$ cat config.mk
export PLATFORM = sky130hd
export DESIGN_NAME = prc_ctrl
export DESIGN_NICKNAME = d
export VERILOG_FILES = /design/src/rtl/core/prc_pkg.sv /design/src/rtl/core/prc_ctrl.sv
export SDC_FILE = /design/constraint.sdc
export NUM_CORES = 1
export LEC_CHECK = 0
export BUFFER_PORTS_ARGS = -buffer_cell sky130_fd_sc_hd__buf_2
export CAP_MARGIN = 25
export CORE_MARGIN = 2
export CORE_UTILIZATION = 25
export CTS_CLUSTER_DIAMETER = 80
export DETAILED_ROUTE_END_ITERATION = 10
export GPL_TIMING_DRIVEN = 0
export SLEW_MARGIN = 20
export SYNTH_ARGS = -nofsm -noshare
export SYNTH_HDL_FRONTEND = slang
export SYNTH_SLANG_ARGS = --single-unit
$ cat constraint.sdc
create_clock -name i_clk -period 22.4 [get_ports i_clk]
set_input_delay 2.24 -clock i_clk [delete_from_list [all_inputs] [get_ports i_clk]]
set_output_delay 2.24 -clock i_clk [all_outputs]
set_load 0.05 [all_outputs]
$ cat src/rtl/core/prc_pkg.sv
`default_nettype none

package prc_pkg;

    // Widths of the request and result fields.
    localparam int CourseW = 7;
    localparam int KindW   = 2;
    localparam int NumW    = 8;

    // Default size of the reachability matrix, in courses.
    localparam int MaxCoursesDef = 128;

    // Value of the course count register after reset.
    localparam logic [NumW-1:0] NumCoursesRst = 8'd128;

    // Request kinds. The fourth code is ignored and answers zero.
    localparam logic [KindW-1:0] KIND_CLEAR = 2'd0;
    localparam logic [KindW-1:0] KIND_ADD   = 2'd1;
    localparam logic [KindW-1:0] KIND_QUERY = 2'd2;

    // Controls broadcast from the sequencer to every cell of the ring.
    typedef struct packed {
        logic shift;
        logic update;
        logic clear;
    } t_cell_ctl;

endpackage

`default_nettype wire

$ cat src/rtl/core/prc_ctrl.sv
`default_nettype none

module prc_ctrl
    import prc_pkg::*;
#(
    parameter int MAX_COURSES = MaxCoursesDef
) (
    input  wire logic                           i_clk,
    input  wire logic                           i_rst_n,
    input  wire logic                           i_req_valid,
    input  wire logic [KindW-1:0]               i_kind,
    input  wire logic [CourseW-1:0]             i_first,
    input  wire logic [CourseW-1:0]             i_second,
    input  wire logic [NumW-1:0]                i_num_courses,
    input  wire logic [$clog2(MAX_COURSES)-1:0] i_head_tag,
    input  wire logic [MAX_COURSES-1:0]         i_head_row,
    input  wire logic                           i_out_free,
    output logic                                o_req_ready,
    output t_cell_ctl                           o_ctl,
    output logic      [$clog2(MAX_COURSES)-1:0] o_dep_tag,
    output logic      [MAX_COURSES-1:0]         o_dep_mask,
    output logic      [MAX_COURSES-1:0]         o_snap,
    output logic                                o_res_load,
    output logic                                o_answer,
    output logic                                o_status
);

    localparam int TW = $clog2(MAX_COURSES);

    typedef enum logic [3:0] {
        S_IDLE  = 4'b0001,
        S_SEEK  = 4'b0010,
        S_APPLY = 4'b0100,
        S_FIN   = 4'b1000
    } t_state;

    t_state                 r_state;
    t_state                 n_state;
    logic [KindW-1:0]       r_kind;
    logic [TW-1:0]          r_pre;
    logic [TW-1:0]          r_dep;
    logic                   r_answer;
    logic                   n_answer;
    logic                   r_status;
    logic                   n_status;
    logic [MAX_COURSES-1:0] r_snap;
    logic [MAX_COURSES-1:0] n_snap;

    logic                   w_accept;
    logic                   w_first_ok;
    logic                   w_second_ok;
    logic                   w_edge_kind;
    logic [CourseW+TW-1:0]  w_first_ext;
    logic [CourseW+TW-1:0]  w_second_ext;
    logic [TW-1:0]          w_target;
    logic                   w_found;
    logic [MAX_COURSES-1:0] w_pre_mask;

    assign w_accept     = i_req_valid && (r_state == S_IDLE);
    assign w_first_ext  = {{TW{1'b0}}, i_first};
    assign w_second_ext = {{TW{1'b0}}, i_second};

    // An index is usable when it is below both the course count and the matrix size.
    assign w_first_ok  = ({1'b0, i_first} < i_num_courses)
                      && ({25'd0, i_first} < 32'(MAX_COURSES));
    assign w_second_ok = ({1'b0, i_second} < i_num_courses)
                      && ({25'd0, i_second} < 32'(MAX_COURSES));
    assign w_edge_kind = (i_kind == KIND_ADD) || (i_kind == KIND_QUERY);

    // An add looks for the prerequisite's row, a query for the dependent's row.
    assign w_target   = (r_kind == KIND_ADD) ? r_pre : r_dep;
    assign w_found    = (i_head_tag == w_target);
    assign w_pre_mask = {{(MAX_COURSES-1){1'b0}}, 1'b1} << r_pre;

    always_comb begin
        n_state      = r_state;
        n_answer     = r_answer;
        n_status     = r_status;
        n_snap       = r_snap;
        o_ctl        = '0;
        o_res_load   = 1'b0;
        case (r_state)
            S_IDLE: begin
                if (w_accept) begin
                    n_answer = 1'b0;
                    n_status = w_edge_kind && !(w_first_ok && w_second_ok);
                    o_ctl.clear = (i_kind == KIND_CLEAR);
                    if (w_edge_kind && w_first_ok && w_second_ok) begin
                        n_state = S_SEEK;
                    end else begin
                        n_state = S_FIN;
                    end
                end
            end
            S_SEEK: begin
                if (w_found) begin
                    if (r_kind == KIND_QUERY) begin
                        n_answer = |(i_head_row & w_pre_mask);
                        n_state  = S_FIN;
                    end else begin
                        n_snap  = i_head_row | w_pre_mask;
                        n_state = S_APPLY;
                    end
                end else begin
                    o_ctl.shift = 1'b1;
                end
            end
            S_APPLY: begin
                o_ctl.update = 1'b1;
                n_state      = S_FIN;
            end
            S_FIN: begin
                if (i_out_free) begin
                    o_res_load = 1'b1;
                    n_state    = S_IDLE;
                end
            end
            default: begin
                n_state = S_IDLE;
            end
        endcase
    end

    always_ff @(posedge i_clk) begin
        if (!i_rst_n) begin
            r_state  <= S_IDLE;
            r_answer <= 1'b0;
            r_status <= 1'b0;
        end else begin
            r_state  <= n_state;
            r_answer <= n_answer;
            r_status <= n_status;
        end
    end

    always_ff @(posedge i_clk) begin
        r_snap <= n_snap;
        if (w_accept) begin
            r_kind <= i_kind;
            r_pre  <= w_first_ext[TW-1:0];
            r_dep  <= w_second_ext[TW-1:0];
        end
    end

    assign o_req_ready = (r_state == S_IDLE);
    assign o_dep_tag   = r_dep;
    assign o_dep_mask  = {{(MAX_COURSES-1){1'b0}}, 1'b1} << r_dep;
    assign o_snap      = r_snap;
    assign o_answer    = r_answer;
    assign o_status    = r_status;

`ifndef SYNTHESIS
    a_apply_once: assert property (@(posedge i_clk) disable iff (!i_rst_n)
        (r_state == S_APPLY) |=> (r_state == S_FIN))
        else $error("update sweep did not finish in one cycle");

    a_clear_ok: assert property (@(posedge i_clk) disable iff (!i_rst_n)
        o_ctl.clear |=> (r_state == S_FIN && r_status == 1'b0 && r_answer == 1'b0))
        else $error("clear request did not complete with a clean result");

    a_seek_kind: assert property (@(posedge i_clk) disable iff (!i_rst_n)
        (r_state == S_SEEK) |-> (r_kind == KIND_ADD || r_kind == KIND_QUERY))
        else $error("ring rotation started for a request that needs none");

    a_flag_no_answer: assert property (@(posedge i_clk) disable iff (!i_rst_n)
        r_status |-> !r_answer)
        else $error("flagged request carries an answer");
`endif

endmodule

`default_nettype wire

==> flow_summary.toml, run 1 <==
[pwr]
power.leakage_nw = 5.64
ir_drop_mv = 0.0533
p_per_area_nw_per_um2 = 68.1

[route]
dr_wl_met3_mm = 3.37
drt-vias-per-instance = 5.06
wl_met2_mm = 22.3
drcViolationCount = 0
wl_mm = 42.0
vias = 8671
firstDrtPassIters = 6
wire_per_inst_um = 24.5
drtIter0Drc = 699
top_layer = "met5"
antenna_left = 0
wl_met1_mm = 14.9

[place]
dp_hpwl_mm = 33.8
globalplace.congestion = 0.924
place_ws_ps = 16340
portBuffers = 432

[logic_synthesis]
synth_area_um2 = 8310
ys.warnings.count = 0
netlist-cell-type-count = 56
yosysSeqAreaShare_pct = 53.5
yosys.area.top_type = "edfxtp_1"
syn_avg_cell_area_um2 = 10.6
synthFlopType = "edfxtp_1"
syn-instance-count = 787
yosys.area.top_type_share_pct = 52.0
syn_nets = 963
ys_ff_latch = 150
async_flop_share_pct = 0
synth-edff-count = 144
yosys-top-cells-area = "edfxtp_1, a21o_1, nor2_1"

[clocking]
cts_hold_buf = 0
cts_inserted_buffers = 17
cts_resized = 0
clk_latency_ps = 440
clk_pin_slew_worst_paths_ps = 60
htree_levels = 4
cts_root_buf = "clkbuf_16"
cts_max_path_buffers = 2
cts_tree = "yes"
cts_setup_buffers = 0
cts_sinks = 150

[floorplan]
pin_count = 433
dieArea_um2 = 34700
die_y_um = 186
die_w_um = 186
initial_core_util_pct = 25.5
coreArea_um2 = 32600
rows = 66

[finish]
layout.nets = 1433
final_common_cell = "buf_2"
area_delta_synth_final_pct = 42.6
mostFrequentLayoutCells = "buf_2, edfxtp_1, nor2_1, a21o_1, clkbuf_1"
drive_gt1_share_pct = 40.3

[run]
cap_violations = 0

[critical_path]
start_kind = "input port"
path_max_fanout = 4
cp-end-kind = "output pin"
path_class = "input port to output pin"
cp_data_arrival_time_ps = 3820
critPathRequiredTime_ps = 20160

[hold_path]
hold_class = "flip-flop to flip-flop"

[sta]
finalCritPeriodShare_pct = 27.1
finalSetupViolations = 0
rsz0062_at_grt = "false"
fin_setup_tns_ps = 0
finalHoldViolCount = 0
skew_ps = 11.0
slew_headroom_pct = 31.2
worst_slack_ps = 16340
slew_viol_final = 0
tightest_slew_ps = 1020
fmax_ghz = 0.165
period_needed_ps = 6060

[grt]
grt-ovfl-total = 0
grt_pass1_wl_mm = 59.4
antenna_found_initial = 2
grt_max_degree = 19
track_usage_pct = 23.5
grt_pass1_vias = 8748

[run_status]
status = "complete, no violations"
## synthesized netlist by cell type (5+ instances only)
cell        n
edfxtp_1  144
a21o_1    133
nor2_1    133
clkbuf_1   52
nand3_1    39
nand2_1    32
a22oi_1    30
a22o_1     19
nor2b_1    15
inv_1      14
nand2b_1   14
ha_1       13
nand4_1    10
o21ai_0    10
nor3_1      9
nor4bb_1    8
a21oi_1     7
buf_2       6
dfxtp_1     6
nand3b_1    6
or3_1       6
mux2i_1     5
xnor2_1     5
## state kept, by name (all words and copies together) (netlist names)
| signal | flops |
|---|---|
| o_snap | 128 |
| o_dep_tag | 7 |
| r_pre | 7 |
| r_state | 4 |
| r_kind | 2 |
| o_answer | 1 |
| o_status | 1 |
## critical path: stages
cell and delay [ps]:
buf_2 120, xor2_1 130, nor3_1 190, o221ai_1 140, or4_1 510, nor2b_1 230
buf_2 240
## area by class of cell
| type | instances | area, um2 |
|---|---|---|
| clock inverter | 15 | 208 |
| clock buffer | 17 | 425 |
| tap | 442 | 553 |
| multi-input combinational | 554 | 3560 |
| sequential | 150 | 4440 |
| fill | 3389 | 20800 |
| antenna | 1 | 2.50 |
| timing repair buffer | 451 | 2310 |
| buffer | 69 | 308 |
| inverter | 14 | 52.6 |
## power breakdown
part	switching (mW)	internal (mW)	leakage, nW
combinational	0.118	0.0518	3.98
sequential	0.00614	0.313	1.35
clock	0.137	0.181	0.311
total	0.261	0.546	5.64
## logic make-up after synthesis
kind of cell / after synthesis / synth area share [%]
XOR/XNOR: 8 / 0.843
adder cells (fa/ha/maj): 13 / 1.96
buffers and inverters: 83 / 4.33
AO/OA/AOI/OAI: 219 / 19.9
flip-flops: 150 / 53.5
multiplexers: 5 / 0.602
AND/OR/NAND/NOR: 309 / 18.9
## path summary, 6_finish.rpt
| kind | to | slack, ps | depth (start not counted) | startpoint |
|---|---|---|---|---|
| max | o_ctl[2] | 16340 | 7 | i_head_tag[3] |
| min | o_status$_SDFFE_PN0P_ | 450 | 2 | o_status$_SDFFE_PN0P_ |
| max reg2reg | o_snap[45]$_DFFE_PP_ | 18590 | 12 | r_pre[3]$_DFFE_PP_ |
| min reg2reg | o_status$_SDFFE_PN0P_ | 450 | 2 | o_status$_SDFFE_PN0P_ |
## through the flow
step	cells	util, %	hold slack, ps	cell area (um2)	power (mW)
4_1_cts	1712	36.3	459	11900	0.812
5_1_grt	1712	36.3	473	11900	0.835
6_report	1713	36.4	453	11900	0.807
2_1_floorplan	787	-	525	8310	0.420
3_3_place_gp	1661	33.8	449	11000	0.492
3_5_place_dp	1680	34.4	449	11200	0.495
## layer usage
| metal | vias to the layer above | global-route usage, % |
|---|---|---|
| met3 | 74 | 5.02 |
| met1 | 4165 | 25.2 |
| met5 | - | 0 |
| met4 | 2 | 8.77 |
| li1 | 3870 | - |
| met2 | 560 | 44.9 |
Power figures use the tool's default switching activity.
==> run 2: changes to the inputs <==
==> constraint.sdc (replaced) <==
create_clock -name i_clk -period 5.9 [get_ports i_clk]
set_input_delay 0.59 -clock i_clk [delete_from_list [all_inputs] [get_ports i_clk]]
set_output_delay 0.59 -clock i_clk [all_outputs]
set_load 0.05 [all_outputs]
==> flow_summary.toml, run 2 (synthesized netlist as in run 1, its figures left out) <==
[run_status]
status = "complete, no violations"

[sta]
period_needed_ps = 3670
skew_ps = 17.8
finalCritPeriodShare_pct = 62.2
slew_headroom_pct = 30.1
worst_slack_ps = 2230
rsz0062_at_grt = "false"
tightest_slew_ps = 1040
finalSetupViolations = 0
slew_viol_final = 0
fmax_ghz = 0.272
finalHoldViolCount = 0

[clocking]
cts_inserted_buffers = 17
cts_hold_buf = 0
cts_sinks = 150
clk_pin_slew_worst_paths_ps = 80
cts_tree = "yes"
cts_resized = 0
cts_max_path_buffers = 2
clk_latency_ps = 450
htree_levels = 4
cts_setup_buffers = 0
cts_root_buf = "clkbuf_16"

[place]
dp_hpwl_mm = 33.9
place_ws_ps = 2220
placedCellCount = 1677
portBuffers = 432
globalplace.congestion = 0.906

[floorplan]
rows = 66
die_y_um = 186
pin_count = 433
die_w_um = 186
coreArea_um2 = 32600
initial_core_util_pct = 25.5
dieArea_um2 = 34700

[finish]
area_delta_synth_final_pct = 42.9
seq_area_um2 = 4440
mostFrequentLayoutCells = "buf_2, edfxtp_1, nor2_1, a21o_1, clkbuf_1"
final_common_cell = "buf_2"
fill_cells = 3334
multi_input_area_um2 = 3560
layout.nets = 1430
fin_util_pct = 36.4
stdcell_count = 1710
drive_gt1_share_pct = 40.2
largest_reg_flops = 128

[critical_path]
reg2reg_from = "r_pre[3]$_DFFE_PP_"
path_cells = "buf_2 > buf_2 > nor2b_1 > nor3_1 > o221ai_1 > or4_1 > nor3_4 > buf_8 > buf_8 > buf_8 > buf_8 > buf_16"
crit_family = "buffers and inverters"
start_kind = "flip-flop"
cpMaxStageDelayCell = "or4_1"
cp_data_arrival_time_ps = 3820
critPathRequiredTime_ps = 6050
path_max_fanout = 16
critical-path-max-stage-delay_ps = 550
path_class = "flip-flop to flip-flop"
crit_start = "r_pre[3]$_DFFE_PP_"
cp-end-kind = "flip-flop"
path_common_cell = "buf_8"
critPathBufInv = 7

[run]
cap_violations = 0

[pwr]
power_frac_comb_pct = 21.4
p_per_area_nw_per_um2 = 255
swShare_pct = 33.0
p_total_mw = 3.03
clockPowerShare_pct = 38.7
power.leakage_nw = 5.63
p_int_mw = 2.03
switching_power_mw = 1.00
power_frac_seq_pct = 39.9
ir_drop_mv = 0.202

[route]
drtIter0Drc = 692
wire_per_inst_um = 24.8
firstDrtPassIters = 5
drcViolationCount = 0
wl_mm = 42.4
vias = 8621
antenna_left = 0
drt-vias-per-instance = 5.04

[grt]
antenna_found_initial = 4
grt-ovfl-total = 0
track_usage_pct = 23.8
grt_pass1_wl_mm = 60.4
grt_pass1_vias = 8916
grt_max_degree = 19

[hold_path]
hold_class = "input port to flip-flop"
hp-start = "i_second[3]"
==> run 2: changes by cell type in the layout (fill, tap and decap cells not counted), sizes merged <==
| cell | before | now |
|---|---|---|
| buf | 468 | 464 |
| bufinv | 3 | 2 |
| clkdlybuf4s18 | 0 | 1 |
| inv | 22 | 23 |
==> run 2: power by group through the flow <==
stage | Clock (mW) | Combinational [mW] | Sequential [mW]
global placement | 0 | 0.635 | 1.24
floorplan | 0 | 0.347 | 1.25
detailed placement | 0 | 0.647 | 1.24
CTS | 1.19 | 0.650 | 1.21
global route | 1.22 | 0.693 | 1.22
finish | 1.17 | 0.649 | 1.21
==> run 2: routing by layer <==
metal | wire length (um) | GRT usage, % | up-vias
li1 | - | - | 3860
met1 | 15100 | 25.5 | 4148
met2 | 22700 | 45.6 | 542
met3 | 3390 | 5.45 | 65
met4 | 1150 | 8.22 | 6
met5 | 34 | 0 | -
==> run 2: worst paths after layout <==
path | to | slack, ps | cells past startpoint
worst max-delay path | o_snap[100]$_DFFE_PP_ | 2230 | 12
worst min-delay path | o_dep_tag[3]$_DFFE_PP_ | 330 | 1
worst max register to register | o_snap[100]$_DFFE_PP_ | 2230 | 12
worst min register to register | o_status$_SDFFE_PN0P_ | 480 | 2
==> run 2: cell type report <==
| class | count | area share, % |
|---|---|---|
| Antenna cell | 1 | 0.0211 |
| Buffer | 69 | 2.59 |
| Clock buffer | 17 | 3.58 |
| Clock inverter | 15 | 1.55 |
| Inverter | 14 | 0.442 |
| Multi-Input combinational cell | 554 | 30.0 |
| Sequential cell | 150 | 37.4 |
| Tap cell | 442 | 4.65 |
| Timing Repair Buffer | 448 | 19.8 |
==> run 2: metrics by stage <==
| stage | area [um2] | hold slack, ps | setup TNS, ps |
|---|---|---|---|
| after floorplan | 8330 | 525 | 0 |
| after global placement | 11000 | 468 | -126810 |
| after detailed placement | 11300 | 476 | 0 |
| after CTS | 11900 | 320 | 0 |
| after global routing | 11900 | 328 | 0 |
| final | 11900 | 334 | 0 |
