[config.mk]
export PLATFORM = sky130hd
export DESIGN_NAME = prc_cell
export DESIGN_NICKNAME = d
export VERILOG_FILES = /design/src/rtl/core/prc_pkg.sv /design/src/rtl/core/prc_cell.sv
export SDC_FILE = /design/constraint.sdc
export NUM_CORES = 1
export LEC_CHECK = 0
export BUFFER_PORTS_ARGS = -buffer_cell sky130_fd_sc_hd__clkbuf_2
export CAP_MARGIN = 20
export CORE_AREA = 2 2 212 214
export DETAILED_ROUTE_END_ITERATION = 10
export DIE_AREA = 0 0 214 216
export HOLD_SLACK_MARGIN = 0.15
export MAX_ROUTING_LAYER = met4
export SLEW_MARGIN = 25
export SYNTH_ARGS = -nofsm -noshare
export SYNTH_HDL_FRONTEND = slang
export SYNTH_SLANG_ARGS = --single-unit
[constraint.sdc]
create_clock -name i_clk -period 3.6 [get_ports i_clk]
set_clock_uncertainty 0.05 [all_clocks]
set_input_delay 0.72 -clock i_clk [delete_from_list [all_inputs] [get_ports i_clk]]
set_output_delay 0.72 -clock i_clk [all_outputs]
set_load 0.01 [all_outputs]
[src/rtl/core/prc_pkg.sv]
`default_nettype none

package prc_pkg;

    // Widths of the request and result fields.
    localparam int CourseW = 7;
    localparam int KindW   = 2;
    localparam int NumW    = 8;

    // Default size of the reachability matrix, in courses.
    localparam int MaxCoursesDef = 128;

    // Value of the course count register after reset.
    localparam logic [NumW-1:0] NumCoursesRst = 8'd128;

    // Request kinds. The fourth code is ignored and answers zero.
    localparam logic [KindW-1:0] KIND_CLEAR = 2'd0;
    localparam logic [KindW-1:0] KIND_ADD   = 2'd1;
    localparam logic [KindW-1:0] KIND_QUERY = 2'd2;

    // Controls broadcast from the sequencer to every cell of the ring.
    typedef struct packed {
        logic shift;
        logic update;
        logic clear;
    } t_cell_ctl;

endpackage

`default_nettype wire

[src/rtl/core/prc_cell.sv]
`default_nettype none

module prc_cell
    import prc_pkg::*;
#(
    parameter int MAX_COURSES = MaxCoursesDef,
    parameter int POS         = 0
) (
    input  wire logic                           i_clk,
    input  wire logic                           i_rst_n,
    input  wire t_cell_ctl                      i_ctl,
    input  wire logic [$clog2(MAX_COURSES)-1:0] i_tag,
    input  wire logic [MAX_COURSES-1:0]         i_row,
    input  wire logic [$clog2(MAX_COURSES)-1:0] i_dep_tag,
    input  wire logic [MAX_COURSES-1:0]         i_dep_mask,
    input  wire logic [MAX_COURSES-1:0]         i_snap,
    output logic      [$clog2(MAX_COURSES)-1:0] o_tag,
    output logic      [MAX_COURSES-1:0]         o_row
);

    localparam int TW = $clog2(MAX_COURSES);

    logic [TW-1:0]          r_tag;
    logic [TW-1:0]          n_tag;
    logic [MAX_COURSES-1:0] r_row;
    logic [MAX_COURSES-1:0] n_row;
    logic                   w_hit;

    // A row takes the snapshot when it is the dependent course itself or
    // already reaches it.
    assign w_hit = (r_tag == i_dep_tag) || (|(r_row & i_dep_mask));

    always_comb begin
        n_tag = r_tag;
        n_row = r_row;
        if (i_ctl.clear) begin
            n_row = '0;
        end else if (i_ctl.shift) begin
            n_tag = i_tag;
            n_row = i_row;
        end else if (i_ctl.update && w_hit) begin
            n_row = r_row | i_snap;
        end
    end

    always_ff @(posedge i_clk) begin
        if (!i_rst_n) begin
            r_tag <= TW'(POS);
            r_row <= '0;
        end else begin
            r_tag <= n_tag;
            r_row <= n_row;
        end
    end

    assign o_tag = r_tag;
    assign o_row = r_row;

endmodule

`default_nettype wire

==> impl_metrics.toml, run 1 <==
[yosys]
synthesis.nets = 1357
yosysMostFrequentCell = "sky130_fd_sc_hd__a21oi_1"
netlist-cell-type-count = 20
synth_common_cells = "sky130_fd_sc_hd__a21oi_1 (257), sky130_fd_sc_hd__nor2_1 (256), sky130_fd_sc_hd__dfxtp_1 (135)"
syn_area_mm2 = 0.00702
synth_top_cell_by_area = "sky130_fd_sc_hd__dfxtp_1"
synth-edff-count = 0
ys_seq_elements = 135
synthesis.instances = 954
synth_warnings = 0
proportion_of_synthesized_flip_flops_having_asynchronous_set_or_reset = 0
post_synth.cell_area_avg_um2 = 7.36
synth.area.top_cells = "sky130_fd_sc_hd__dfxtp_1 (39%), sky130_fd_sc_hd__a21oi_1 (18%), sky130_fd_sc_hd__nor2_1 (14%)"
ys.flop_type = "sky130_fd_sc_hd__dfxtp_1"
post_synthesis_sequential_area_ratio = 0.385
yosysTopAreaCellShare = 0.385

[die]
starting_density_of_the_core = 0.160
floorplan.io_pins = 538
vertical_extent_of_the_die_um = 216
floorplan.core_area_mm2 = 0.0438
floorplan.rows = 77
die_w_um = 214
fp.dieArea_mm2 = 0.0462

[outcome]
status = "finished clean"

[clock_network]
cts_buffers = 17
cts_resized = 0
ctsRootBufferMaster = "sky130_fd_sc_hd__clkbuf_16"
cts_buffer_depth = 2
worst_setup_hold_path_clk_slew_ns = 0.06
ctsHtreeMaxLevel = 4
clock_latency_ns = 0.45
cts_setup_buffers = 0
cts_tree = "done"
cts_hold_repair.buffers = 0
cts_sinks = 135

[critical_path]
crit_path_capture_type = "flip-flop"
timing.critical_path.from_type = "flip-flop"
worst-endpoint-required_ns = 3.88
worst_ep_arrival_time_ns = 3.47
cp_max_fo = 128
critical_path_class = "reg -> reg"

[power_and_ir_drop]
p_per_area_mw_per_mm2 = 385
netSwitchingFraction = 0.285
netSwitchingPower_mw = 1.20
share_comb_of_total_power = 0.191
power.ir.vdd_worst_mv = 0.251
power_frac_clock = 0.412
power.static_leakage_nw = 5.09
seq_power_share = 0.398
intPower_mw = 3.00

[drt]
vias = 9198
route.final.wire_length_um = 42600
routed_wire_length_per_instance_um = 20.6
1st_pass_router_iterations = 7
antenna_violating_nets_post_route = 0
drt_drc_violations_left = 0
detail_route.vias_per_cell = 4.46
drt_first_iter_violations = 710

[min_path]
hold_class = "reg -> reg"

[placed_design]
dp.final_hpwl_um = 34900
placement.io_buffers = 537
place_worst_setup_slack_ns = -0.0871
placed_cell_area_mm2 = 0.0104
place_inst = 2028
finalWeightedCongestion = 1.06

[global_routing]
grt_start_max_net_pins = 129
grt_antenna_before_repair = 4
grt_overflow_total = 0
grt_pass1_wl_um = 59300
gr-usage-all-layers = 0.184
vias_in_the_first_global_route = 8747

[cells_and_area]
nets = 1858
syn2layout_area_growth_pct = 55.6
postLayoutCoreUtil = 0.249
summed_area_of_non_filler_cells_in_the_final_layout_mm2 = 0.0109
layout-drive-gt1-share = 0.395
final_cell_count_no_fill = 2061

[sta]
rsz0062_at_grt = "no"
max_freq_mhz = 314
max_slew_margin = 0.348
final.period_utilization = 0.884
final-hold-violation-count = 0
hold-worst-slack_ns = 0.475
setup_viol = 0
maxSlewViolCount = 0
finalWorstSetupSlack_ns = 0.418
final.min_clock_period_ns = 3.18
worst_slew_pin_slew_ns = 0.979

[flow_run]
timing.max_cap.violations = 0
[through the flow]
stage	setup TNS, ns	power, mW
2_1_floorplan	0	2.02
3_3_place_gp	-8.55	2.50
3_5_place_dp	-6.43	2.51
4_1_cts	0	4.29
5_1_grt	0	4.43
6_report	0	4.20
[worst paths after layout]
check | start | endpoint | slack, ns | cells past startpoint
setup reg to reg | o_row[1] | o_row[10] | 0.42 | 7
setup / recovery | o_row[1] | o_row[10] | 0.42 | 7
hold reg to reg | o_row[44] | o_row[44] | 0.48 | 1
hold / removal | o_row[44] | o_row[44] | 0.48 | 1
[final cells by class]
| type | count | area (µm²) |
|---|---|---|
| Antenna cell | 4 | 10.0 |
| Clock inverter | 4 | 70.1 |
| Fill cell | 4903 | 32900 |
| Sequential cell | 135 | 2700 |
| Tap cell | 592 | 741 |
| Multi-Input combinational cell | 747 | 4040 |
| Timing Repair Buffer | 554 | 2880 |
| Clock buffer | 25 | 485 |
[power groups by stage]
| stage | registers [mW] | clock network (mW) | logic (mW) |
|---|---|---|---|
| CTS | 1.67 | 1.81 | 0.810 |
| global placement | 1.70 | 0 | 0.798 |
| finish | 1.67 | 1.73 | 0.801 |
| detailed placement | 1.70 | 0 | 0.805 |
| global route | 1.68 | 1.87 | 0.886 |
| floorplan | 1.68 | 0 | 0.346 |
[registers in the layout, summed over array words and instances, names as in the netlist]
signal  flops
o_tag       7
o_row     128
[worst max-delay path: stages, from the launching register on]
cell and delay, ns:
sky130_fd_sc_hd__dfxtp_1 0.37, sky130_fd_sc_hd__a22o_1 0.31, sky130_fd_sc_hd__a221oi_1 0.66, sky130_fd_sc_hd__nand4_1 0.40, sky130_fd_sc_hd__nor4_1 0.36, sky130_fd_sc_hd__nand4_1 0.18
sky130_fd_sc_hd__buf_12 0.32, sky130_fd_sc_hd__o21a_1 0.28
[kinds of logic (layout without fill, tap and decap cells)]
group                     after synthesis  in the layout  share of synthesized area
AOI/OAI and AO/OA                     448            448                      0.393
xor gates and xnor gates                7              7                    0.00874
buffers and inverters                  72            583                     0.0408
DFF                                   135            135                      0.385
muxes                                   7              7                    0.00999
other                                   0              4                          0
and+or+nand+nor                       285            285                      0.162
[placed cells by master (no fill, tap or decap), types with 5 or more instances in the layout]
cell,count
sky130_fd_sc_hd__buf_4,14
sky130_fd_sc_hd__nand4_1,12
sky130_fd_sc_hd__nor2_1,256
sky130_fd_sc_hd__clkbuf_1,5
sky130_fd_sc_hd__mux2i_1,7
sky130_fd_sc_hd__dfxtp_1,135
sky130_fd_sc_hd__nor2b_1,8
sky130_fd_sc_hd__clkbuf_16,17
sky130_fd_sc_hd__a22oi_1,32
sky130_fd_sc_hd__a21oi_1,257
sky130_fd_sc_hd__clkbuf_2,535
sky130_fd_sc_hd__a22o_1,15
sky130_fd_sc_hd__o21a_1,128
sky130_fd_sc_hd__a221oi_1,15
[metal layers]
metal,global-route usage,part of all wire,routed length [µm],vias to the layer above
met2,0.286,0.46,19600,475
met4,0.0790,0.030,1260,0
met3,0.0496,0.079,3370,38
met5,-,0,0,-
li1,-,-,-,4419
met1,0.224,0.43,18300,4266
(Power assumes the default switching activity.)
==> run 2: changes to the inputs <==
--- a/config.mk
+++ b/config.mk
@@ -8,10 +8,12 @@
 export BUFFER_PORTS_ARGS = -buffer_cell sky130_fd_sc_hd__clkbuf_2
 export CAP_MARGIN = 20
 export CORE_AREA = 2 2 212 214
+export CTS_CLUSTER_SIZE = 30
 export DETAILED_ROUTE_END_ITERATION = 10
 export DIE_AREA = 0 0 214 216
 export HOLD_SLACK_MARGIN = 0.15
 export MAX_ROUTING_LAYER = met4
+export PLACE_DENSITY_LB_ADDON = 0.1
 export SLEW_MARGIN = 25
 export SYNTH_ARGS = -nofsm -noshare
 export SYNTH_HDL_FRONTEND = slang
==> impl_metrics.toml, run 2 (synthesis results as in run 1) <==
[critical_path]
critical_path.cell_chain = "a22o_1 > a221oi_1 > nand4_1 > nor3_1 > nand4_1 > buf_12 > o21a_1"
critical_path_class = "reg -> reg"
crit_path_end = "o_row[110]"
crit_path_max_incr_delay_ns = 0.52
timing.critical_path.from_type = "flip-flop"
crit_path_capture_type = "flip-flop"
timing.reg2reg.setup_slack_ns = 0.77
worst-endpoint-required_ns = 3.88
regToRegStartpoint = "o_row[87]"
timing.critical_path.mode_cell = "sky130_fd_sc_hd__nand4_1"
worst_path_max_delay_cell = "sky130_fd_sc_hd__nor3_1"
r2r-end = "o_row[110]"
worst_ep_arrival_time_ns = 3.11
start_point_of_the_critical_path = "o_row[87]"
cp_max_fo = 71
worst-r2r-cell-count = 7

[placed_design]
placement.io_buffers = 537
dp.final_hpwl_um = 35000
place_inst = 2028
finalWeightedCongestion = 0.966

[die]
floorplan.rows = 77
floorplan.core_area_mm2 = 0.0438
fp.dieArea_mm2 = 0.0462
die_w_um = 214
floorplan.io_pins = 538
starting_density_of_the_core = 0.160
vertical_extent_of_the_die_um = 216

[clock_network]
ctsRootBufferMaster = "sky130_fd_sc_hd__clkbuf_16"
cts_resized = 0
ctsHtreeMaxLevel = 4
cts_buffer_depth = 2
cts_sinks = 135
worst_setup_hold_path_clk_slew_ns = 0.06
cts_hold_repair.buffers = 0
cts_buffers = 17
clock_latency_ns = 0.44
cts_tree = "done"
cts_setup_buffers = 0

[global_routing]
grt_overflow_total = 0
grt_start_max_net_pins = 199
vias_in_the_first_global_route = 8905
grt_antenna_before_repair = 7
grt_pass1_wl_um = 62100
gr-usage-all-layers = 0.192

[drt]
antenna_violating_nets_post_route = 0
drt_first_iter_violations = 413
detail_route.vias_per_cell = 4.33
drt_drc_violations_left = 0
route.final.wire_length_um = 44000
detailroute.wirelength.met2_um = 21000
wl_met3_um = 2990
1st_pass_router_iterations = 4
wl_met1_um = 18900
vias = 8941
routed_wire_length_per_instance_um = 21.3
top_layer = "met4"

[sta]
worst_slew_pin_slew_ns = 0.908
final.period_utilization = 0.786
maxSlewViolCount = 0
setup_viol = 0
final.min_clock_period_ns = 2.83
max_slew_margin = 0.389
final-hold-violation-count = 0
rsz0062_at_grt = "no"
max_freq_mhz = 353
setup_total_negative_slack_ns = 0

[power_and_ir_drop]
seq_power_share = 0.395
p_per_area_mw_per_mm2 = 384
netSwitchingFraction = 0.288
intPower_mw = 3.00
share_comb_of_total_power = 0.187
netSwitchingPower_mw = 1.22
power_frac_clock = 0.417
power.static_leakage_nw = 5.11
power.ir.vdd_worst_mv = 0.242
fin_total_pwr_mw = 4.22

[cells_and_area]
final_cell_count_no_fill = 2064
most_common_cell_after_layout_fill_and_taps_aside = "sky130_fd_sc_hd__clkbuf_2"
postLayoutCoreUtil = 0.250
largest_reg_flops = 128
syn2layout_area_growth_pct = 56.4
most-common-layout-cells = "sky130_fd_sc_hd__clkbuf_2 (535), sky130_fd_sc_hd__a21oi_1 (257), sky130_fd_sc_hd__nor2_1 (256)"
n_fill_cell = 4939
layout-drive-gt1-share = 0.398
nets = 1858

[flow_run]
timing.max_cap.violations = 0

[min_path]
hold_class = "reg -> reg"

[outcome]
status = "finished clean"
run 2: final cells by class:
cell class | instances | area (µm²) | share of cell area
tap | 592 | 741 | 0.0675
multi-input combinational | 747 | 4040 | 0.368
clock inverter | 6 | 65.1 | 0.00593
timing repair buffer | 554 | 2900 | 0.264
clock buffer | 25 | 515 | 0.0470
antenna | 5 | 12.5 | 0.00114
sequential | 135 | 2700 | 0.246
run 2: worst min-delay path by stage:
stage	from	to	cells past startpoint
2_1_floorplan	o_row[47]	o_row[47]	1
3_3_place_gp	o_row[15]	o_row[15]	1
3_5_place_dp	o_row[118]	o_row[118]	1
4_1_cts	i_tag[2]	o_tag[2]	3
5_1_grt	i_tag[4]	o_tag[4]	3
6_report	o_row[60]	o_row[60]	1
run 2: power by group through the flow:
stage | sequential (mW) | clock, mW | combinational (mW)
after detailed placement | 1.70 | 0 | 0.801
final | 1.67 | 1.76 | 0.791
after CTS | 1.67 | 1.84 | 0.806
after global placement | 1.70 | 0 | 0.798
after floorplan | 1.68 | 0 | 0.346
after global routing | 1.68 | 1.90 | 0.884
run 2: critical path, delay by kind of cell (launching register included):
kind,cells,cell delay (ns)
AO/OA/AOI/OAI,3,0.87
flip-flops,1,0.39
AND/OR/NAND/NOR,3,1.03
buffers and inverters,1,0.28
run 2: through the flow:
step | instance area [µm²] | hold slack [ns] | worst slack [ns]
final | 11000 | 0.484 | 0.771
after global routing | 11000 | 0.489 | 0.633
after CTS | 11000 | 0.462 | 0.707
after detailed placement | 10400 | 0.468 | 0.301
after global placement | 10400 | 0.464 | 0.280
after floorplan | 7020 | 0.499 | 1.31
run 2: per-layer routing:
layer  track usage  vias to the layer above
li1              -                     4428
met4        0.0653                        0
met2         0.317                      360
met1         0.227                     4112
met5             -                        -
met3        0.0489                       41
==> run 3: changes to the inputs <==
==> constraint.sdc (replaced) <==
create_clock -name i_clk -period 2.6 [get_ports i_clk]
set_clock_uncertainty 0.05 [all_clocks]
set_input_delay 0.52 -clock i_clk [delete_from_list [all_inputs] [get_ports i_clk]]
set_output_delay 0.52 -clock i_clk [all_outputs]
set_load 0.01 [all_outputs]
==> impl_metrics.toml, run 3 (synthesis results as in run 1) <==
[drt]
routed_wire_length_per_instance_um = 21.4
antenna_violating_nets_post_route = 0
drt_drc_violations_left = 0
drt_first_iter_violations = 345
route.final.wire_length_um = 45100
1st_pass_router_iterations = 5
detail_route.vias_per_cell = 4.35
vias = 9164

[critical_path]
timing.reg2reg.setup_slack_ns = 0.13
worst_path_max_delay_cell = "sky130_fd_sc_hd__dfxtp_1"
critical_path_class = "reg -> reg"
worst_ep_arrival_time_ns = 2.75
worst-endpoint-required_ns = 2.87
critical_path.cell_chain = "a22oi_2 > buf_4 > nand4_1 > nor3_1 > buf_4 > nand4_1 > buf_6 > buf_4 > o21a_1"
cp_max_fo = 15
crit_path_max_incr_delay_ns = 0.40
critical_path.n_buffers_inverters = 4
timing.critical_path.mode_cell = "sky130_fd_sc_hd__buf_4"
crit_path_capture_type = "flip-flop"
family_of_cells_with_the_greatest_summed_delay_on_the_critical_path = "buffers and inverters"
timing.critical_path.from_type = "flip-flop"

[clock_network]
cts_buffer_depth = 2
worst_setup_hold_path_clk_slew_ns = 0.06
cts_buffers = 17
cts_sinks = 135
ctsHtreeMaxLevel = 4
ctsRootBufferMaster = "sky130_fd_sc_hd__clkbuf_16"
cts_tree = "done"
cts_hold_repair.buffers = 0
clock_latency_ns = 0.43

[die]
floorplan.io_pins = 538
starting_density_of_the_core = 0.160
floorplan.rows = 77
fp.dieArea_mm2 = 0.0462
die_w_um = 214
vertical_extent_of_the_die_um = 216
floorplan.core_area_mm2 = 0.0438

[power_and_ir_drop]
share_comb_of_total_power = 0.208
power.ir.vdd_worst_mv = 0.300
power_frac_clock = 0.386
power.static_leakage_nw = 5.32
p_per_area_mw_per_mm2 = 500
intPower_mw = 3.98
netSwitchingPower_mw = 1.68
seq_power_share = 0.406
fin_total_pwr_mw = 5.66
netSwitchingFraction = 0.296

[global_routing]
grt_antenna_before_repair = 4
gr-usage-all-layers = 0.197
grt_pass1_wl_um = 64500
grt_start_max_net_pins = 109
vias_in_the_first_global_route = 9224
grt_overflow_total = 0

[placed_design]
placed_cell_area_mm2 = 0.0107
placement.io_buffers = 537
place_worst_setup_slack_ns = -0.436
finalWeightedCongestion = 0.975
place_inst = 2077
dp.final_hpwl_um = 37000

[sta]
final-hold-violation-count = 0
max_freq_mhz = 404
worst_slew_pin_slew_ns = 0.787
setup_viol = 0
final.period_utilization = 0.952
finalWorstSetupSlack_ns = 0.126
max_slew_margin = 0.475
final.min_clock_period_ns = 2.47
maxSlewViolCount = 0

[cells_and_area]
n_fill_cell = 4960
largest_reg_flops = 128
postLayoutCoreUtil = 0.258
most-common-layout-cells = "sky130_fd_sc_hd__clkbuf_2 (535), sky130_fd_sc_hd__a21oi_1 (257), sky130_fd_sc_hd__nor2_1 (256)"
nets = 1907
summed_area_of_non_filler_cells_in_the_final_layout_mm2 = 0.0113
syn2layout_area_growth_pct = 61.1
most_common_cell_after_layout_fill_and_taps_aside = "sky130_fd_sc_hd__clkbuf_2"
layout-drive-gt1-share = 0.423
final_cell_count_no_fill = 2109

[outcome]
status = "finished clean"

[flow_run]
timing.max_cap.violations = 0

[min_path]
hold_class = "in -> reg"
==> run 3: cell count changes in the layout (fill, tap and decap cells not counted), moves of 4 or more <==
cell                       change
sky130_fd_sc_hd__a221oi_2      +6
sky130_fd_sc_hd__buf_4        +49
sky130_fd_sc_hd__clkbuf_8      -4
sky130_fd_sc_hd__a221oi_1      -6
==> run 3: worst paths after layout <==
kind | start | end | cells past startpoint
max | o_row[52] | o_row[5] | 9
min | i_tag[4] | o_tag[4] | 3
max reg2reg | o_row[52] | o_row[5] | 9
min reg2reg | o_row[31] | o_row[31] | 1
==> run 3: timing repair <==
action,in CTS,in global routing
cloned,0,0
resized for setup,6,7
pin swaps,0,3
buffers inserted,0,0
endpoints found under the setup margin,119,120
==> run 3: per-stage QoR <==
| stage | hold WS, ns | TNS, ns |
|---|---|---|
| final | 0.298 | 0 |
| after global routing | 0.287 | -0.00250 |
| after CTS | 0.266 | 0 |
| after detailed placement | 0.473 | -44.41 |
| after global placement | 0.467 | -37.47 |
| after floorplan | 0.499 | 0 |
==> run 3: power groups by stage <==
stage | clock, mW | sequential (mW) | combinational (mW)
2_1_floorplan | 0 | 2.32 | 0.479
3_3_place_gp | 0 | 2.34 | 1.18
3_5_place_dp | 0 | 2.34 | 1.19
4_1_cts | 2.27 | 2.30 | 1.20
5_1_grt | 2.37 | 2.31 | 1.31
6_report | 2.19 | 2.29 | 1.18
==> run 3: final cells by class <==
class | instances | area, µm² | area share
clock buffer | 23 | 468 | 0.0414
sequential | 135 | 2700 | 0.239
antenna | 4 | 10.0 | 0.000885
timing repair buffer | 603 | 3260 | 0.288
clock inverter | 5 | 27.5 | 0.00243
multi-input combinational | 747 | 4100 | 0.362
tap | 592 | 741 | 0.0655
==> run 3: per-layer routing <==
| layer | global-route usage | share of wire |
|---|---|---|
| met5 | - | 0 |
| met4 | 0.0508 | 0.015 |
| met3 | 0.0414 | 0.053 |
| met2 | 0.335 | 0.49 |
| met1 | 0.237 | 0.44 |
==> run 3: worst reg2reg max path, cell delays in order (launching register included) <==
cell and delay [ns]:
sky130_fd_sc_hd__dfxtp_1 0.40, sky130_fd_sc_hd__a22oi_2 0.39, sky130_fd_sc_hd__buf_4 0.20, sky130_fd_sc_hd__nand4_1 0.08
sky130_fd_sc_hd__nor3_1 0.31, sky130_fd_sc_hd__buf_4 0.21, sky130_fd_sc_hd__nand4_1 0.14, sky130_fd_sc_hd__buf_6 0.22
sky130_fd_sc_hd__buf_4 0.21, sky130_fd_sc_hd__o21a_1 0.17
